==> src/jts_pkg.sv <==
// Shared types and byte codes for the JIS to Shift_JIS stream converter.
// No dependencies.
`timescale 1ns / 1ps

package jts_pkg;

    localparam int MAX_RESULTS = 5;
    localparam int CNT_W       = 3;

    localparam logic [7:0] ESC_BYTE    = 8'h1b;
    localparam logic [7:0] DOLLAR_BYTE = 8'h24;
    localparam logic [7:0] PAREN_BYTE  = 8'h28;
    localparam logic [7:0] FINAL_B     = 8'h42;

    localparam logic KIND_DATA = 1'b0;
    localparam logic KIND_EOL  = 1'b1;

    typedef struct packed {
        logic [7:0] data;
        logic       kind;
        logic       odd;
    } result_t;

    // up to five results caused by one request, in order
    typedef struct packed {
        result_t [MAX_RESULTS-1:0] r;
        logic [CNT_W-1:0]          cnt;
    } bundle_t;

endpackage

==> src/jts_core.sv <==
// Conversion core: mode and escape state registers plus the logic that maps
// one byte onto its list of results. Depends on jts_pkg.
`timescale 1ns / 1ps

module jts_core (
    input  logic            clk,
    input  logic            rst_n,
    input  logic            step,
    input  logic [7:0]      in_byte,
    input  logic            end_of_line,
    output jts_pkg::bundle_t bundle
);
    import jts_pkg::*;

    logic       kanji_mode_reg, kanji_mode_next;
    logic [1:0] held_count_reg, held_count_next;
    logic [7:0] held_second_reg, held_second_next;
    logic       pair_pending_reg, pair_pending_next;
    logic [7:0] pair_first_reg, pair_first_next;

    function automatic bundle_t put(bundle_t b, logic [7:0] v, logic k, logic o);
        bundle_t t;
        t = b;
        if (t.cnt < CNT_W'(MAX_RESULTS))
        begin
            t.r[t.cnt].data = v;
            t.r[t.cnt].kind = k;
            t.r[t.cnt].odd  = o;
            t.cnt           = t.cnt + CNT_W'(1);
        end
        return t;
    endfunction

    // JIS row/cell to Shift_JIS lead/trail, 8-bit wrap throughout
    function automatic bundle_t put_pair(bundle_t b, logic [7:0] c1, logic [7:0] c2);
        logic [7:0] lead;
        logic [7:0] trail;
        bundle_t    t;
        if (c1[0])
        begin
            lead  = {1'b0, c1[7:1]} + 8'h71;
            trail = c2 + 8'h1f;
            if (trail >= 8'h7f)
            begin
                trail = trail + 8'h01;
            end
        end
        else
        begin
            lead  = {1'b0, c1[7:1]} + 8'h70;
            trail = c2 + 8'h7e;
        end
        if (lead >= 8'ha0)
        begin
            lead = lead + 8'h40;
        end
        t = put(b, lead, KIND_DATA, 1'b0);
        t = put(t, trail, KIND_DATA, 1'b0);
        return t;
    endfunction

    always_comb
    begin
        logic    fresh;
        logic    odd;
        bundle_t bun;
        bun               = '0;
        fresh             = 1'b0;
        odd               = 1'b0;
        kanji_mode_next   = kanji_mode_reg;
        held_count_next   = held_count_reg;
        held_second_next  = held_second_reg;
        pair_pending_next = pair_pending_reg;
        pair_first_next   = pair_first_reg;

        case (held_count_reg)
            2'd0:
            begin
                fresh = 1'b1;
            end
            2'd1:
            begin
                if (in_byte == DOLLAR_BYTE || in_byte == PAREN_BYTE)
                begin
                    held_second_next = in_byte;
                    held_count_next  = 2'd2;
                end
                else
                begin
                    held_count_next = 2'd0;
                    if (kanji_mode_reg)
                    begin
                        bun = put_pair(bun, ESC_BYTE, in_byte);
                    end
                    else
                    begin
                        bun   = put(bun, ESC_BYTE, KIND_DATA, 1'b0);
                        fresh = 1'b1;
                    end
                end
            end
            default:
            begin
                held_count_next = 2'd0;
                if (in_byte == FINAL_B)
                begin
                    kanji_mode_next = (held_second_reg == DOLLAR_BYTE);
                end
                else
                begin
                    if (kanji_mode_reg)
                    begin
                        bun = put_pair(bun, ESC_BYTE, held_second_reg);
                    end
                    else
                    begin
                        bun = put(bun, ESC_BYTE, KIND_DATA, 1'b0);
                        bun = put(bun, held_second_reg, KIND_DATA, 1'b0);
                    end
                    fresh = 1'b1;
                end
            end
        endcase

        // mode cannot change on a path that reaches here
        if (fresh)
        begin
            if (kanji_mode_reg && pair_pending_reg)
            begin
                pair_pending_next = 1'b0;
                bun = put_pair(bun, pair_first_reg, in_byte);
            end
            else if (in_byte == ESC_BYTE)
            begin
                held_count_next = 2'd1;
            end
            else if (kanji_mode_reg)
            begin
                pair_first_next   = in_byte;
                pair_pending_next = 1'b1;
            end
            else
            begin
                bun = put(bun, in_byte, KIND_DATA, 1'b0);
            end
        end

        if (end_of_line)
        begin
            if (held_count_next == 2'd1)
            begin
                if (kanji_mode_next)
                begin
                    odd = 1'b1;
                end
                else
                begin
                    bun = put(bun, ESC_BYTE, KIND_DATA, 1'b0);
                end
            end
            else if (held_count_next == 2'd2)
            begin
                if (kanji_mode_next)
                begin
                    bun = put_pair(bun, ESC_BYTE, held_second_next);
                end
                else
                begin
                    bun = put(bun, ESC_BYTE, KIND_DATA, 1'b0);
                    bun = put(bun, held_second_next, KIND_DATA, 1'b0);
                end
            end
            if (pair_pending_next)
            begin
                odd = 1'b1;
            end
            held_count_next   = 2'd0;
            held_second_next  = 8'h00;
            pair_pending_next = 1'b0;
            pair_first_next   = 8'h00;
            bun = put(bun, 8'h00, KIND_EOL, odd);
        end
        bundle = bun;
    end

    always_ff @(posedge clk or negedge rst_n)
    begin
        if (!rst_n)
        begin
            kanji_mode_reg   <= 1'b0;
            held_count_reg   <= 2'd0;
            held_second_reg  <= 8'h00;
            pair_pending_reg <= 1'b0;
            pair_first_reg   <= 8'h00;
        end
        else if (step)
        begin
            kanji_mode_reg   <= kanji_mode_next;
            held_count_reg   <= held_count_next;
            held_second_reg  <= held_second_next;
            pair_pending_reg <= pair_pending_next;
            pair_first_reg   <= pair_first_next;
        end
    end

endmodule

==> src/jts_burst.sv <==
// Result buffer: holds the results of one request and hands them out one a
// cycle on the output handshake while out_ready is high. Depends on jts_pkg.
`timescale 1ns / 1ps

module jts_burst (
    input  logic             clk,
    input  logic             rst_n,
    input  logic             load,
    input  jts_pkg::bundle_t bundle,
    output logic             free,
    output logic             out_valid,
    input  logic             out_ready,
    output logic [7:0]       out_byte,
    output logic             kind,
    output logic             odd_dropped
);
    import jts_pkg::*;

    result_t [MAX_RESULTS-1:0] entry_reg;
    logic [CNT_W-1:0]          cnt_reg;
    logic [CNT_W-1:0]          idx_reg;
    logic                      last;
    result_t                   cur;

    assign out_valid = (idx_reg != cnt_reg);
    assign last      = (idx_reg == cnt_reg - CNT_W'(1));
    // free when empty, or when the final result leaves this cycle
    assign free      = !out_valid || (out_ready && last);

    assign cur         = entry_reg[idx_reg];
    assign out_byte    = cur.data;
    assign kind        = cur.kind;
    assign odd_dropped = cur.odd;

    always_ff @(posedge clk or negedge rst_n)
    begin
        if (!rst_n)
        begin
            cnt_reg <= '0;
            idx_reg <= '0;
        end
        else if (load)
        begin
            cnt_reg <= bundle.cnt;
            idx_reg <= '0;
        end
        else if (out_valid && out_ready)
        begin
            idx_reg <= idx_reg + CNT_W'(1);
        end
    end

    always_ff @(posedge clk)
    begin
        if (load)
        begin
            entry_reg <= bundle.r;
        end
    end

endmodule

==> src/jts_top_note.sv <==
// Input holding register between the input handshake and the conversion
// core. Depends on nothing.
`timescale 1ns / 1ps

module jts_inreg (
    input  logic       clk,
    input  logic       rst_n,
    input  logic       in_valid,
    output logic       in_ready,
    input  logic [7:0] in_byte,
    input  logic       end_of_line,
    input  logic       take,
    output logic       held_valid,
    output logic [7:0] held_byte,
    output logic       held_eol
);
    logic       valid_reg;
    logic [7:0] byte_reg;
    logic       eol_reg;

    assign in_ready   = !valid_reg || take;
    assign held_valid = valid_reg;
    assign held_byte  = byte_reg;
    assign held_eol   = eol_reg;

    always_ff @(posedge clk or negedge rst_n)
    begin
        if (!rst_n)
        begin
            valid_reg <= 1'b0;
        end
        else if (in_ready)
        begin
            valid_reg <= in_valid;
        end
    end

    always_ff @(posedge clk)
    begin
        if (in_ready && in_valid)
        begin
            byte_reg <= in_byte;
            eol_reg  <= end_of_line;
        end
    end

endmodule

==> src/jis_to_shift_jis_stream.sv <==
// Top level of the JIS (ISO-2022-JP) to Shift_JIS stream converter.
// Depends on jts_pkg, jts_inreg, jts_core and jts_burst.
`timescale 1ns / 1ps

// Converts a JIS byte stream to Shift_JIS, one input byte per request, with
// ESC $ B / ESC ( B switching a kanji/ASCII mode that persists across lines.
// Each request gives zero to five results; a request flagged end_of_line
// closes with an end marker (kind = 1, odd_dropped set if a lone kanji byte
// was discarded). A request is registered in the input holding register,
// converted combinationally and its results are loaded into the output
// buffer. The single output port sets the rate: a new request is taken only
// when the buffer is empty or when its final result leaves, so the results
// of one request are all handed out before those of the next.

module jis_to_shift_jis_stream (
    input  logic       clk,
    input  logic       rst_n,
    input  logic       in_valid,
    output logic       in_ready,
    input  logic [7:0] in_byte,
    input  logic       end_of_line,
    output logic       out_valid,
    input  logic       out_ready,
    output logic [7:0] out_byte,
    output logic       kind,
    output logic       odd_dropped
);
    import jts_pkg::*;

    logic       held_valid;
    logic [7:0] held_byte;
    logic       held_eol;
    logic       free;
    logic       take;
    bundle_t    bundle;

    assign take = held_valid && free;

    jts_inreg u_inreg (
        .clk         (clk),
        .rst_n       (rst_n),
        .in_valid    (in_valid),
        .in_ready    (in_ready),
        .in_byte     (in_byte),
        .end_of_line (end_of_line),
        .take        (take),
        .held_valid  (held_valid),
        .held_byte   (held_byte),
        .held_eol    (held_eol)
    );

    jts_core u_core (
        .clk         (clk),
        .rst_n       (rst_n),
        .step        (take),
        .in_byte     (held_byte),
        .end_of_line (held_eol),
        .bundle      (bundle)
    );

    jts_burst u_burst (
        .clk         (clk),
        .rst_n       (rst_n),
        .load        (take),
        .bundle      (bundle),
        .free        (free),
        .out_valid   (out_valid),
        .out_ready   (out_ready),
        .out_byte    (out_byte),
        .kind        (kind),
        .odd_dropped (odd_dropped)
    );

endmodule

==> config.mk <==
export PLATFORM = sky130hd
export DESIGN_NAME = jis_to_shift_jis_stream
export DESIGN_NICKNAME = d
export VERILOG_FILES = /design/src/jts_pkg.sv /design/src/jts_core.sv /design/src/jts_burst.sv /design/src/jts_top_note.sv /design/src/jis_to_shift_jis_stream.sv
export SDC_FILE = /design/constraint.sdc
export NUM_CORES = 1
export LEC_CHECK = 0
export BUFFER_PORTS_ARGS = -buffer_cell sky130_fd_sc_hd__buf_2
export CELL_PAD_IN_SITES_DETAIL_PLACEMENT = 1
export CELL_PAD_IN_SITES_GLOBAL_PLACEMENT = 1
export CORE_MARGIN = 3
export CORE_UTILIZATION = 45
export CTS_CLUSTER_DIAMETER = 60
export CTS_CLUSTER_SIZE = 14
export DETAILED_ROUTE_END_ITERATION = 8
export PLACE_DENSITY_LB_ADDON = 0.1
export SYNTH_ARGS = -nofsm -noshare
export SYNTH_HDL_FRONTEND = slang
export SYNTH_HIERARCHICAL = 1
export SYNTH_SLANG_ARGS = --single-unit
==> constraint.sdc <==
create_clock -name clk -period 11.05 [get_ports clk]
set_input_delay 3.315 -clock clk [delete_from_list [all_inputs] [get_ports clk]]
set_output_delay 3.315 -clock clk [all_outputs]
set_load 0.01 [all_outputs]
==> PnR_summary.wiki, run 1 <==
{| class="wikitable"
! Metric !! Value
|-
| Number of warning messages in the yosys log || 6
|-
| Met1 Resource Use GR || 40.5%
|-
| Prevailing post-synth register cell || sky130_fd_sc_hd__edfxtp_1
|-
| Element type at the critical path end || primary output
|-
| Net total in the final layout || 886
|-
| Via count of the first global-routing pass || 7043
|-
| Hold Path Cell Cnt || 2
|-
| Synthesized cell area || 0.00757 mm2
|-
| Die outline area || 0.0184 mm2
|-
| Area of the core region || 0.0162 mm2
|-
| Met3 Resource Use GR || 5.13%
|-
| Headroom to the max-slew limit || 19.7%
|-
| Hold/Removal Path Class || register to register
|-
| IR drop worst, VDD || 0.203 mV
|-
| GRT Residual Overflow || 0
|-
| Per-instance average area after synthesis || 8.70 um2
|-
| Slowest cell on crit path || sky130_fd_sc_hd__and2_2
|-
| Average wire per cell in the routed design || 24.8 um
|-
| CTS Hold Buffers Added || 0
|-
| Crit-path leading delay family || simple AND/OR/NAND/NOR gates
|-
| Yosys cell types || 98
|-
| Highest-count cells in the layout ignoring fill and taps || 88 x sky130_fd_sc_hd__nand2_1, 64 x sky130_fd_sc_hd__a21oi_1, 59 x sky130_fd_sc_hd__edfxtp_1, 50 x sky130_fd_sc_hd__nor2_1, 43 x sky130_fd_sc_hd__o21ai_0
|-
| Register area share after synthesis || 32.3%
|-
| Seq pwr share || 31.2%
|-
| Max Root-Sink Buffers || 2
|-
| Reg-to-reg critical path startpoint || u_inreg/held_byte[1]$_DFFE_PP_
|-
| Max cap viols || 0
|-
| Setup Crit Path Kind || primary input to primary output
|-
| Clock period minus final worst setup slack || 7.47 ns
|-
| Switching power as a share of total power || 48.9%
|-
| RSZ-0062 raised after global routing || no
|-
| Die outline height || 136 um
|-
| Required time of the critical path || 7.74 ns
|-
| Final weighted congestion in routability-driven placement || 0.975
|-
| Dpl hpwl || 19600 um
|-
| Final core utilization || 49.3%
|-
| Critical register-to-register path endpoint || u_burst/entry_reg[15]$_DFFE_PP_
|-
| Power per Cell Area || 280 mW/mm2
|-
| Number of remaining DRC errors || 0
|-
| Routed Antenna Nets || 0
|-
| Wire length of the first global-routing pass || 41700 um
|-
| Clock tree from TritonCTS || built
|-
| Slew Limit Fails || 0
|-
| Cell count after synthesis || 871
|-
| Die Wd || 136 um
|-
| Number of buffers created by CTS || 9
|-
| Area grow syn2layout || 5.30%
|-
| Pin count of the biggest net entering global routing || 74
|-
| Type of origin of the critical path || primary input
|-
| R2r setup slk || 4.46 ns
|-
| Most frequent standard cell in the layout excluding fill and tap cells || sky130_fd_sc_hd__nand2_1
|-
| Number of non-filler instances in the completed layout || 1070
|-
| Least-Margin Pin Slew || 1.19 ns
|-
| Final setup viols || 0
|-
| Number of synthesized register bits || 86
|-
| Stages on the worst setup path || 6
|-
| Final-report hold violation count || 0
|-
| Drt first pass iters || 6
|-
| Worst Hold Launch || u_inreg/held_valid$_DFFE_PN0P_
|-
| Async set-reset flop share out of synthesis || 31.4%
|-
| Core Rows || 46
|-
| Total Power Consumption || 2.23 mW
|-
| Final wirelength || 26500 um
|-
| Met2 usage in global routing || 47.0%
|-
| Buf+Inv Stages, Crit Path || 2
|-
| Initial cell density of the core || 46.8%
|-
| Clock Tree Root || sky130_fd_sc_hd__clkbuf_16
|-
| Largest stage delay on the critical path || 0.18 ns
|-
| Internal || 1.14 mW
|-
| Via count of the routed design || 7074
|-
| Total cell area at the placement stage || 0.00771 mm2
|-
| Data arrival time at the worst-slack endpoint || 4.15 ns
|-
| Cells on worst reg2reg path || 21
|-
| Via-to-Cell Ratio || 6.61
|-
| H-tree lvl count || 3
|-
| Initial antenna violation count || 0
|-
| Clk Latency, worst-skew pair || 0.35 ns
|-
| Sw power || 1.09 mW
|-
| Clock slew at the register clock pins of the worst setup and hold paths || 0.07 ns
|-
| Number of I/O port buffers || 24
|-
| I/O pin total || 25
|-
| Endpoint of the worst hold path || u_inreg/held_valid$_DFFE_PN0P_
|-
| Achievable Freq || 134 MHz
|-
| Fraction of layout cells with a size suffix above 1 || 9.95%
|-
| Sink count of the clock tree || 86
|-
| Number of diodes || 0
|-
| Fillers || 1945
|-
| Worst Clk Skew || 0.0111 ns
|-
| Cell Count Post-Placement || 1055
|-
| Flip-flop count of the largest register, all copies and words added || 50
|-
| Leakage power || 2.94 nW
|-
| Iteration-0 DRC Markers || 636
|-
| Cell chain of the critical path || buf_2 -> nand3_1 -> o21ai_0 -> and2_2 -> nand2b_4 -> buf_2
|-
| Final standard cell area without fillers || 0.00798 mm2
|-
| Final TNS setup || 0 ns
|-
| Critical-path maximum fanout || 8
|-
| Most crowded layer after global routing || met2
|-
| Cell occurring most often along the worst timing path || sky130_fd_sc_hd__buf_2
|-
| Buffer count from post-CTS setup fixing || 0
|-
| GRT Util Overall || 29.3%
|-
| Status || finished, final reports clean
|-
| Post-cts resize count || 0
|-
| Post-synth EDFFs || 59
|-
| Combinational fraction of design power || 56.1%
|-
| Part of the total power dissipated in the clock network || 12.7%
|-
| Share of the clock period used by the worst path || 67.6%
|}
-- tightest hold or removal path, cell delays in order, from the launching register on --
cell and delay [ns]:
sky130_fd_sc_hd__dfrtp_1 0.38, sky130_fd_sc_hd__nand2b_4 0.07, sky130_fd_sc_hd__nand2b_1 0.07
-- power by group through the flow --
stage	logic, mW	clock network (mW)	registers, mW
2_1_floorplan	0.962	0	0.600
3_3_place_gp	1.19	0	0.694
3_5_place_dp	1.23	0	0.703
4_1_cts	1.24	0.290	0.696
5_1_grt	1.36	0.305	0.714
6_report	1.25	0.284	0.695
-- logic make-up after synthesis --
| family | after synthesis | share of synthesized area, % |
|---|---|---|
| AO/OA/AOI/OAI | 289 | 26.6 |
| XOR/XNOR | 41 | 5.09 |
| adder cells (fa/ha/maj) | 23 | 3.80 |
| buffers and inverters | 109 | 6.58 |
| flip-flops | 86 | 32.3 |
| multiplexers | 39 | 5.42 |
| other | 1 | 0.0495 |
| AND/OR/NAND/NOR | 283 | 20.1 |
-- cell usage after synthesis (4+ instances only) --
library cell / count / area share, %
sky130_fd_sc_hd__xnor2_1: 23 / 2.7
sky130_fd_sc_hd__a21o_1: 9 / 0.89
sky130_fd_sc_hd__o22ai_1: 20 / 1.7
sky130_fd_sc_hd__nor4_1: 6 / 0.50
sky130_fd_sc_hd__a22oi_1: 4 / 0.40
sky130_fd_sc_hd__ha_1: 23 / 3.8
sky130_fd_sc_hd__a21oi_1: 64 / 4.2
sky130_fd_sc_hd__nand3_1: 26 / 1.7
sky130_fd_sc_hd__a31oi_1: 11 / 0.91
sky130_fd_sc_hd__buf_1: 5 / 0.25
sky130_fd_sc_hd__nand2b_1: 9 / 0.74
sky130_fd_sc_hd__nor2b_1: 4 / 0.33
sky130_fd_sc_hd__or4_1: 4 / 0.40
sky130_fd_sc_hd__o2111ai_1: 5 / 0.58
sky130_fd_sc_hd__buf_6: 4 / 0.59
sky130_fd_sc_hd__nand2_1: 88 / 4.4
sky130_fd_sc_hd__clkbuf_1: 36 / 1.8
sky130_fd_sc_hd__xor2_1: 16 / 1.9
sky130_fd_sc_hd__o2bb2ai_1: 4 / 0.46
sky130_fd_sc_hd__o21a_1: 4 / 0.40
sky130_fd_sc_hd__mux2_2: 6 / 0.89
sky130_fd_sc_hd__buf_2: 17 / 1.1
sky130_fd_sc_hd__nand4_1: 13 / 1.1
sky130_fd_sc_hd__nor2_1: 50 / 2.5
sky130_fd_sc_hd__a32oi_1: 5 / 0.58
sky130_fd_sc_hd__o31ai_1: 13 / 1.3
sky130_fd_sc_hd__a211oi_1: 12 / 1.2
sky130_fd_sc_hd__a211o_1: 7 / 0.81
sky130_fd_sc_hd__inv_1: 34 / 1.7
sky130_fd_sc_hd__buf_4: 10 / 0.99
sky130_fd_sc_hd__nor3_1: 23 / 1.5
sky130_fd_sc_hd__and2_1: 12 / 0.99
sky130_fd_sc_hd__o21ai_0: 43 / 2.8
sky130_fd_sc_hd__a22o_1: 10 / 1.2
sky130_fd_sc_hd__edfxtp_1: 59 / 23
sky130_fd_sc_hd__a311oi_1: 4 / 0.46
sky130_fd_sc_hd__a41oi_1: 5 / 0.58
sky130_fd_sc_hd__a221oi_1: 7 / 0.81
sky130_fd_sc_hd__or3_1: 8 / 0.66
sky130_fd_sc_hd__o211ai_1: 15 / 1.5
sky130_fd_sc_hd__nor3b_1: 4 / 0.40
sky130_fd_sc_hd__a2bb2oi_1: 11 / 1.3
sky130_fd_sc_hd__dfrtp_1: 27 / 8.9
sky130_fd_sc_hd__mux2i_1: 32 / 4.2
-- area by class of cell --
type                            count  area [um2]  area share [%]
Clock inverter                      6        43.8           0.549
Inverter                           37         139            1.74
Timing Repair Buffer               33         188            2.35
Clock buffer                        9         225            2.82
Sequential cell                    86        2450            30.7
Tap cell                          216         270            3.39
Multi-Input combinational cell    683        4660            58.5
-- per-layer routing --
layer  up-vias  share of wire (%)
met5         -                  0
met4         0                2.5
met3        52                6.5
met2       294                 46
met1      3491                 45
li1       3237                  -
-- worst max-delay path by stage --
stage	start	endpoint
floorplan	out_ready	in_ready
global placement	out_ready	in_ready
global route	out_ready	in_ready
CTS	out_ready	in_ready
finish	out_ready	in_ready
detailed placement	out_ready	in_ready
-- through the flow --
stage                     worst slack, ns  hold slack, ns
after floorplan                      2.56           0.512
after global placement               3.58           0.519
after detailed placement             3.59           0.536
after CTS                            3.58           0.556
after global routing                 3.49           0.586
final                                3.58           0.548
No activity file was read; power rests on OpenSTA's default activity.
==> run 2, diff against run 1 <==
--- a/config.mk
+++ b/config.mk
@@ -5,11 +5,12 @@
 export SDC_FILE = /design/constraint.sdc
 export NUM_CORES = 1
 export LEC_CHECK = 0
+export ABC_AREA = 1
 export BUFFER_PORTS_ARGS = -buffer_cell sky130_fd_sc_hd__buf_2
 export CELL_PAD_IN_SITES_DETAIL_PLACEMENT = 1
 export CELL_PAD_IN_SITES_GLOBAL_PLACEMENT = 1
 export CORE_MARGIN = 3
-export CORE_UTILIZATION = 45
+export CORE_UTILIZATION = 42
 export CTS_CLUSTER_DIAMETER = 60
 export CTS_CLUSTER_SIZE = 14
 export DETAILED_ROUTE_END_ITERATION = 8
==> constraint.sdc (replaced) <==
create_clock -name clk -period 6.69 [get_ports clk]
set_input_delay 2.007 -clock clk [delete_from_list [all_inputs] [get_ports clk]]
set_output_delay 2.007 -clock clk [all_outputs]
set_load 0.01 [all_outputs]
==> run 2 against run 1 <==
Clock power up 79%. Worst setup slack worse by 1.8 ns. Area after synthesis up 6.9%. Largest cell class unchanged. Highest routed layer unchanged. Sequential power up 58%. Flip-flop and latch count unchanged. Non-clock buffer count down 3. Final area up 7.9%. Synthesized cell count up 37%. Cell count up 36%. Hold slack worse by 0.019 ns. Die area up 14%.
==> PnR_summary.wiki, run 2 <==
{| class="wikitable"
! Metric !! Value
|-
| Status || finished, final reports clean
|-
| Critical register-to-register path endpoint || u_burst/entry_reg[23]$_DFFE_PP_
|-
| Cells on worst reg2reg path || 28 (+33%)
|-
| Total cell area at the placement stage || 0.00832 mm2 (+7.9%)
|-
| Clock period minus final worst setup slack || 4.91 ns
|-
| Cell occurring most often along the worst timing path || sky130_fd_sc_hd__nand2_1
|-
| Slowest cell on crit path || sky130_fd_sc_hd__edfxtp_1
|-
| Critical-path maximum fanout || 9 (+1)
|-
| Area grow syn2layout || 6.35%
|-
| Clk Latency, worst-skew pair || 0.36 ns (about the same)
|-
| Drt first pass iters || 5 (-1)
|-
| Final wirelength || 29100 um (+9.6%)
|-
| Least-Margin Pin Slew || 1.12 ns (-0.0719 ns)
|-
| Routed Antenna Nets || 0 (unchanged)
|-
| R2r setup slk || 1.78 ns (-2.68 ns)
|-
| Met2 usage in global routing || 48.6% (+1.7 points)
|-
| Worst Clk Skew || 0.0100 ns (-0.00110 ns)
|-
| GRT Residual Overflow || 0 (unchanged)
|-
| Max Root-Sink Buffers || 2 (unchanged)
|-
| Post-cts resize count || 0 (unchanged)
|-
| Cell types occupying the most area after synthesis || sky130_fd_sc_hd__edfxtp_1 22%, sky130_fd_sc_hd__nand2_1 16%, sky130_fd_sc_hd__dfrtp_1 8.3%
|-
| Prevailing post-synth register cell || sky130_fd_sc_hd__edfxtp_1
|-
| Share of the clock period used by the worst path || 73.5%
|-
| Final setup viols || 0 (unchanged)
|-
| Buffer count from post-CTS setup fixing || 0 (unchanged)
|-
| Switching power as a share of total power || 52.9% (+4.0 points)
|-
| Dpl hpwl || 22400 um (+14%)
|-
| Part of the total power dissipated in the clock network || 12.2% (-0.5 points)
|-
| Post-synth EDFFs || 59 (unchanged)
|-
| Clock slew at the register clock pins of the worst setup and hold paths || 0.06 ns (about the same)
|-
| Hold Path Cell Cnt || 2 (unchanged)
|-
| Cell taking the most area after synthesis || sky130_fd_sc_hd__edfxtp_1
|-
| Via count of the routed design || 8148 (+15%)
|-
| IR drop worst, VDD || 0.294 mV (+45%)
|-
| Most common cell in the synthesized netlist || sky130_fd_sc_hd__nand2_1
|-
| Leakage power || 3.98 nW (+35%)
|-
| Initial cell density of the core || 43.0% (-3.9 points)
|-
| Endpoint of the worst hold path || u_inreg/held_valid$_DFFE_PN0P_
|-
| RSZ-0062 raised after global routing || no
|-
| Final core utilization || 45.7% (-3.6 points)
|-
| CTS Hold Buffers Added || 0 (unchanged)
|-
| Number of diodes || 0 (unchanged)
|-
| Yosys cell types || 58 (-41%)
|-
| Data arrival time at the worst-slack endpoint || 5.00 ns (+0.85 ns)
|-
| Die outline area || 0.0210 mm2 (+14%)
|-
| Flip-flop count of the largest register, all copies and words added || 50 (unchanged)
|-
| Number of I/O port buffers || 24 (unchanged)
|-
| Worst Hold Launch || u_inreg/held_valid$_DFFE_PN0P_
|-
| Fraction of layout cells with a size suffix above 1 || 11.9% (+2.0 points)
|-
| Register area share after synthesis || 30.2% (-2.1 points)
|-
| Element type at the critical path end || register
|-
| Most frequent standard cell in the layout excluding fill and tap cells || sky130_fd_sc_hd__nand2_1
|-
| Per-instance average area after synthesis || 6.81 um2 (-22%)
|-
| Internal || 1.95 mW (+71%)
|-
| Die outline height || 145 um (+6.7%)
|-
| Leading cell types by count after synthesis || 342 x sky130_fd_sc_hd__nand2_1, 131 x sky130_fd_sc_hd__nand3_1, 125 x sky130_fd_sc_hd__inv_1, 83 x sky130_fd_sc_hd__o21ai_0, 72 x sky130_fd_sc_hd__nor2_1
|-
| Post-placement setup slack || 1.85 ns (-1.74 ns)
|-
| Reg-to-reg critical path startpoint || u_inreg/held_byte[1]$_DFFE_PP_
|-
| Most crowded layer after global routing || met2
|-
| Number of synthesized register bits || 86 (unchanged)
|-
| GRT Util Overall || 28.3% (-0.94 points)
|-
| Clock tree from TritonCTS || built
|-
| Max cap viols || 0 (unchanged)
|-
| Core Rows || 50 (+8.7%)
|-
| H-tree lvl count || 3 (unchanged)
|-
| Cell Count Post-Placement || 1436 (+36%)
|-
| Sink count of the clock tree || 86 (unchanged)
|-
| Via-to-Cell Ratio || 5.62 (-15%)
|-
| Via count of the first global-routing pass || 8026 (+14%)
|-
| Largest stage delay on the critical path || 0.54 ns (+0.36 ns)
|-
| Async set-reset flop share out of synthesis || 31.4% (unchanged)
|-
| Die Wd || 145 um (+6.7%)
|-
| Area of the core region || 0.0188 mm2 (+16%)
|-
| Iteration-0 DRC Markers || 582 (-8.5%)
|-
| Type of origin of the critical path || register
|-
| Number of warning messages in the yosys log || 6 (unchanged)
|-
| Setup Crit Path Kind || register to register
|-
| Met1 Resource Use GR || 37.6% (-2.9 points)
|-
| Number of non-filler instances in the completed layout || 1451 (+36%)
|-
| Total Power Consumption || 4.15 mW (+86%)
|-
| Achievable Freq || 203 MHz
|-
| Worst-case hold slack || 0.529 ns (-0.0190 ns)
|-
| Hold/Removal Path Class || register to register
|-
| Clock Tree Root || sky130_fd_sc_hd__clkbuf_16
|-
| Final-report hold violation count || 0 (unchanged)
|-
| Power per Cell Area || 482 mW/mm2 (+72%)
|-
| Highest-count cells in the layout ignoring fill and taps || 342 x sky130_fd_sc_hd__nand2_1, 131 x sky130_fd_sc_hd__nand3_1, 124 x sky130_fd_sc_hd__inv_1, 83 x sky130_fd_sc_hd__o21ai_0, 72 x sky130_fd_sc_hd__nor2_1
|-
| Required time of the critical path || 6.77 ns (-0.97 ns)
|-
| Cell count after synthesis || 1189 (+37%)
|-
| Sw power || 2.19 mW (+100%)
|-
| Slew Limit Fails || 0 (unchanged)
|-
| Met3 Resource Use GR || 3.42% (-1.7 points)
|-
| Number of buffers created by CTS || 9 (unchanged)
|-
| Synthesized cell area || 0.00809 mm2 (+6.9%)
|-
| Seq pwr share || 26.6% (-4.6 points)
|-
| I/O pin total || 25 (unchanged)
|-
| Wire length of the first global-routing pass || 45100 um (+8.3%)
|-
| Combinational fraction of design power || 61.1% (+5.0 points)
|-
| Headroom to the max-slew limit || 25.2% (+5.5 points)
|-
| Final TNS setup || 0 ns (unchanged)
|-
| Net total in the final layout || 1223 (+38%)
|-
| Pin count of the biggest net entering global routing || 74 (unchanged)
|-
| Number of remaining DRC errors || 0 (unchanged)
|-
| Fraction of post-synthesis cell area in the top cell type by area || 21.9% (-1.5 points)
|-
| Average wire per cell in the routed design || 20.0 um (-19%)
|-
| Final standard cell area without fillers || 0.00861 mm2 (+7.9%)
|-
| Initial antenna violation count || 0 (unchanged)
|-
| Final weighted congestion in routability-driven placement || 0.908 (-6.9%)
|-
| Fin worst setup slack || 1.78 ns (-1.81 ns)
|}
## run 2: cell count changes in the layout (fill, tap and decap cells not counted), moves of 23 or more
cell and delta:
sky130_fd_sc_hd__nand3_1 +105, sky130_fd_sc_hd__inv_1 +90, sky130_fd_sc_hd__nand2_1 +254, sky130_fd_sc_hd__a21oi_1 -27
sky130_fd_sc_hd__o21ai_1 +23, sky130_fd_sc_hd__o21ai_0 +40, sky130_fd_sc_hd__mux2i_1 -31
## run 2: area by class of cell
class / count / area, um2
clock inverters: 6 / 63.8
repair buffers: 30 / 165
multi-input cells: 906 / 4790
clock buffers: 9 / 225
inverters: 154 / 588
fillers: 2522 / 10200
flip-flops and latches: 86 / 2450
well taps: 260 / 325
## run 2: power groups by stage
| stage | clock network (mW) | logic [mW] | registers (mW) |
|---|---|---|---|
| floorplan | 0 | 1.91 | 0.990 |
| global placement | 0 | 2.45 | 1.11 |
| detailed placement | 0 | 2.51 | 1.12 |
| CTS | 0.513 | 2.53 | 1.11 |
| global route | 0.539 | 2.85 | 1.13 |
| finish | 0.508 | 2.53 | 1.10 |
## run 2: cells by family (layout without fill, tap and decap cells)
kind of cell | Yosys count | in the layout | share of synthesized area (%)
other | 1 | 8 | 0.0463
XOR/XNOR | 22 | 22 | 2.47
buffers and inverters | 204 | 199 | 10.9
flip-flops | 86 | 86 | 30.2
multiplexers | 1 | 1 | 0.124
AO/OA/AOI/OAI | 217 | 217 | 15.7
adder cells (fa/ha/maj) | 23 | 23 | 3.56
AND/OR/NAND/NOR | 635 | 635 | 37.0
## run 2: per-layer routing
metal / vias up / routed length (um)
li1: 3928 / -
met1: 3980 / 12800
met2: 206 / 14200
met3: 34 / 1390
met4: 0 / 641
met5: - / 0
## run 2: how the worst max path moves through the flow
stage                                   start                         endpoint  slack, ns
6_report       u_inreg/held_byte[1]$_DFFE_PP_  u_burst/entry_reg[23]$_DFFE_PP_       1.78
5_1_grt        u_inreg/held_byte[1]$_DFFE_PP_  u_burst/entry_reg[23]$_DFFE_PP_       1.40
4_1_cts        u_inreg/held_byte[1]$_DFFE_PP_  u_burst/entry_reg[23]$_DFFE_PP_       1.80
3_5_place_dp                        out_ready                         in_ready       1.85
3_3_place_gp                        out_ready                         in_ready       1.87
2_1_floorplan                       out_ready                         in_ready       0.83
## run 2: worst max-delay path, delay by kind of cell, from the launching register on
kind	cells	cell delay, ns
AND/OR/NAND/NOR	14	1.68
AO/OA/AOI/OAI	5	0.69
adder cells (fa/ha/maj)	4	1.05
buffers and inverters	5	0.67
flip-flops	1	0.54
==> run 3, diff against run 2 <==
--- a/config.mk
+++ b/config.mk
@@ -5,12 +5,12 @@
 export SDC_FILE = /design/constraint.sdc
 export NUM_CORES = 1
 export LEC_CHECK = 0
-export ABC_AREA = 1
+export ABC_AREA = 0
 export BUFFER_PORTS_ARGS = -buffer_cell sky130_fd_sc_hd__buf_2
 export CELL_PAD_IN_SITES_DETAIL_PLACEMENT = 1
 export CELL_PAD_IN_SITES_GLOBAL_PLACEMENT = 1
 export CORE_MARGIN = 3
-export CORE_UTILIZATION = 42
+export CORE_UTILIZATION = 44
 export CTS_CLUSTER_DIAMETER = 60
 export CTS_CLUSTER_SIZE = 14
 export DETAILED_ROUTE_END_ITERATION = 8
==> constraint.sdc (replaced) <==
create_clock -name clk -period 4.4 [get_ports clk]
set_input_delay 1.32 -clock clk [delete_from_list [all_inputs] [get_ports clk]]
set_output_delay 1.32 -clock clk [all_outputs]
set_load 0.01 [all_outputs]
==> run 3 against run 2 <==
The flow now finishes with violations (setup timing). Count of clock-buffer cells in the layout unchanged. First-iteration DRC count up 27%. Sequential power up 48%. Cell count down 22%. Non-clock buffer count up 61. Critical path depth down 8. Clock power up 58%. Final area up 0.73%. Global-route usage up 2.7 points. Clock skew up 0.0021 ns. Utilization up 6.2 points. Routed wire length up 1.2%. Critical path type unchanged.
==> PnR_summary.wiki, run 3 (same netlist as run 1, synthesis figures left out) <==
{| class="wikitable"
! Metric !! Value
|-
| Initial cell density of the core || 45.3% (+2.4 points)
|-
| Share of the clock period used by the worst path || 103% (+29 points)
|-
| Final setup viols || 14 (+14)
|-
| Routed Antenna Nets || 0 (unchanged)
|-
| Fin worst setup slack || -0.114 ns (-1.89 ns)
|-
| H-tree lvl count || 3 (unchanged)
|-
| Max cap viols || 0 (unchanged)
|-
| Clock slew at the register clock pins of the worst setup and hold paths || 0.07 ns (about the same)
|-
| Clock Tree Root || sky130_fd_sc_hd__clkbuf_16
|-
| Final-report hold violation count || 0 (unchanged)
|-
| Clock period minus final worst setup slack || 4.51 ns (-0.400 ns)
|-
| Dpl hpwl || 22000 um (-1.7%)
|-
| Worst Clk Skew || 0.0121 ns (+0.00214 ns)
|-
| Pin count of the biggest net entering global routing || 64 (-14%)
|-
| GRT Residual Overflow || 0 (unchanged)
|-
| Core Rows || 47 (-6.0%)
|-
| Status || complete, but fails checks
|-
| Slew Limit Fails || 0 (unchanged)
|-
| Hold/Removal Path Class || register to register
|-
| Via-to-Cell Ratio || 6.62 (+18%)
|-
| Data arrival time at the worst-slack endpoint || 4.60 ns (-0.40 ns)
|-
| Wire length of the first global-routing pass || 44400 um (-1.6%)
|-
| Number of non-filler instances in the completed layout || 1135 (-22%)
|-
| Element type at the critical path end || register
|-
| I/O pin total || 25 (unchanged)
|-
| Power per Cell Area || 697 mW/mm2 (+45%)
|-
| IR drop worst, VDD || 0.598 mV (+100%)
|-
| Max Root-Sink Buffers || 2 (unchanged)
|-
| Number of diodes || 0 (unchanged)
|-
| Net total in the final layout || 946 (-23%)
|-
| Final core utilization || 51.9% (+6.2 points)
|-
| Die outline area || 0.0188 mm2 (-10%)
|-
| Clk Latency, worst-skew pair || 0.36 ns (about the same)
|-
| Number of remaining DRC errors || 0 (unchanged)
|-
| Violated checks || setup timing
|-
| Die Wd || 137 um (-5.3%)
|-
| Final standard cell area without fillers || 0.00867 mm2 (+0.73%)
|-
| Achievable Freq || 222 MHz (+8.9%)
|-
| Area of the core region || 0.0167 mm2 (-11%)
|-
| Area grow syn2layout || 14.5%
|-
| Iteration-0 DRC Markers || 741 (+27%)
|-
| Highest-count cells in the layout ignoring fill and taps || 85 x sky130_fd_sc_hd__nand2_1, 66 x sky130_fd_sc_hd__buf_4, 63 x sky130_fd_sc_hd__a21oi_1, 59 x sky130_fd_sc_hd__edfxtp_1, 50 x sky130_fd_sc_hd__nor2_1
|-
| Fillers || 1978 (-22%)
|-
| Most frequent standard cell in the layout excluding fill and tap cells || sky130_fd_sc_hd__nand2_1
|-
| Flip-flop count of the largest register, all copies and words added || 50 (unchanged)
|-
| Clock tree from TritonCTS || built
|-
| Critical-path maximum fanout || 5 (-4)
|-
| GRT Util Overall || 31.1% (+2.7 points)
|-
| CTS Hold Buffers Added || 0 (unchanged)
|-
| Average wire per cell in the routed design || 25.9 um (+29%)
|-
| Via count of the routed design || 7513 (-7.8%)
|-
| Least-Margin Pin Slew || 1.01 ns (-0.110 ns)
|-
| Drt first pass iters || 4 (-1)
|-
| Final weighted congestion in routability-driven placement || 1.10 (+21%)
|-
| Number of I/O port buffers || 24 (unchanged)
|-
| Sink count of the clock tree || 86 (unchanged)
|-
| Final wirelength || 29400 um (+1.2%)
|-
| Type of origin of the critical path || register
|-
| Total cell area at the placement stage || 0.00810 mm2 (-2.6%)
|-
| RSZ-0062 raised after global routing || yes
|-
| Required time of the critical path || 4.48 ns (-2.29 ns)
|-
| Cell Count Post-Placement || 1101 (-23%)
|-
| Headroom to the max-slew limit || 31.7% (+6.5 points)
|-
| Via count of the first global-routing pass || 7460 (-7.1%)
|-
| Leakage power || 3.28 nW (-18%)
|-
| Number of buffers created by CTS || 9 (unchanged)
|-
| Setup Crit Path Kind || register to register
|-
| Initial antenna violation count || 0 (unchanged)
|-
| Fraction of layout cells with a size suffix above 1 || 19.2% (+7.3 points)
|-
| Total Power Consumption || 6.05 mW (+46%)
|-
| Die outline height || 137 um (-5.3%)
|}
## run 3: per-stage QoR
stage / setup TNS (ns) / hold slack (ns) / worst slack (ns)
4_1_cts: 0 / 0.543 / 0.00737
3_3_place_gp: 0 / 0.515 / 0.226
6_report: -0.723 / 0.541 / -0.114
3_5_place_dp: -0.00900 / 0.526 / -0.00900
2_1_floorplan: -0.175 / 0.512 / -0.0888
5_1_grt: -5.77 / 0.588 / -0.304
## run 3: final timing paths
path,from,endpoint,depth (start not counted),slack [ns]
worst max-delay path,u_inreg/held_byte[0]$_DFFE_PP_,u_burst/entry_reg[13]$_DFFE_PP_,20,-0.11
max in group asynchronous,rst_n,u_core/pair_pending_reg$_DFFE_PN0P_,1,2.89
worst max register to register,u_inreg/held_byte[0]$_DFFE_PP_,u_burst/entry_reg[13]$_DFFE_PP_,20,-0.11
min in group asynchronous,rst_n,u_burst/idx_reg[1]$_DFFE_PN0P_,1,1.01
worst min-delay path,u_inreg/held_valid$_DFFE_PN0P_,u_inreg/held_valid$_DFFE_PN0P_,2,0.54
worst min register to register,u_inreg/held_valid$_DFFE_PN0P_,u_inreg/held_valid$_DFFE_PN0P_,2,0.54
## run 3: timing repair
action,CTS,global route
pin swaps,2,17
buffers inserted,1,16
gates cloned,0,2
resized for setup,2,24
setup endpoints to repair,10,34
## run 3: power by group
group,leakage [nW],switching [mW],internal [mW]
Sequential,0.924,0.263,1.37
Clock,0.146,0.357,0.449
Combinational,2.21,2.33,1.27
## run 3: cell type report
class | instances | area, um2 | share of cell area [%]
Multi-Input combinational cell | 684 | 4870 | 56.2
Clock buffer | 9 | 225 | 2.60
Timing Repair inverter | 1 | 7.51 | 0.0866
Timing Repair Buffer | 91 | 627 | 7.23
Clock inverter | 7 | 78.8 | 0.909
Sequential cell | 86 | 2450 | 28.2
Inverter | 37 | 139 | 1.60
Tap cell | 220 | 275 | 3.18
## run 3: critical path: stages, from the launching register on
cell and delay (ns):
sky130_fd_sc_hd__edfxtp_1 0.39, sky130_fd_sc_hd__inv_2 0.12, sky130_fd_sc_hd__ha_4 0.15, sky130_fd_sc_hd__nand4bb_4 0.13, sky130_fd_sc_hd__o31ai_4 0.29, sky130_fd_sc_hd__buf_4 0.15, sky130_fd_sc_hd__nor2_1 0.06, sky130_fd_sc_hd__buf_4 0.18
sky130_fd_sc_hd__inv_1 0.13, sky130_fd_sc_hd__ha_1 0.28, sky130_fd_sc_hd__o211ai_1 0.16, sky130_fd_sc_hd__a211oi_1 0.40, sky130_fd_sc_hd__nor2_1 0.14, sky130_fd_sc_hd__nor2_1 0.16, sky130_fd_sc_hd__ha_1 0.26, sky130_fd_sc_hd__mux2i_2 0.22
sky130_fd_sc_hd__o21ai_2 0.12, sky130_fd_sc_hd__a211o_4 0.37, sky130_fd_sc_hd__nor3_4 0.32, sky130_fd_sc_hd__buf_4 0.18, sky130_fd_sc_hd__a211oi_2 0.03
## run 3: per-layer routing
layer	global-route usage [%]	wire, um
met5	0	0
met4	13.1	1170
met3	4.16	1850
met2	49.9	13700
met1	42.2	12600
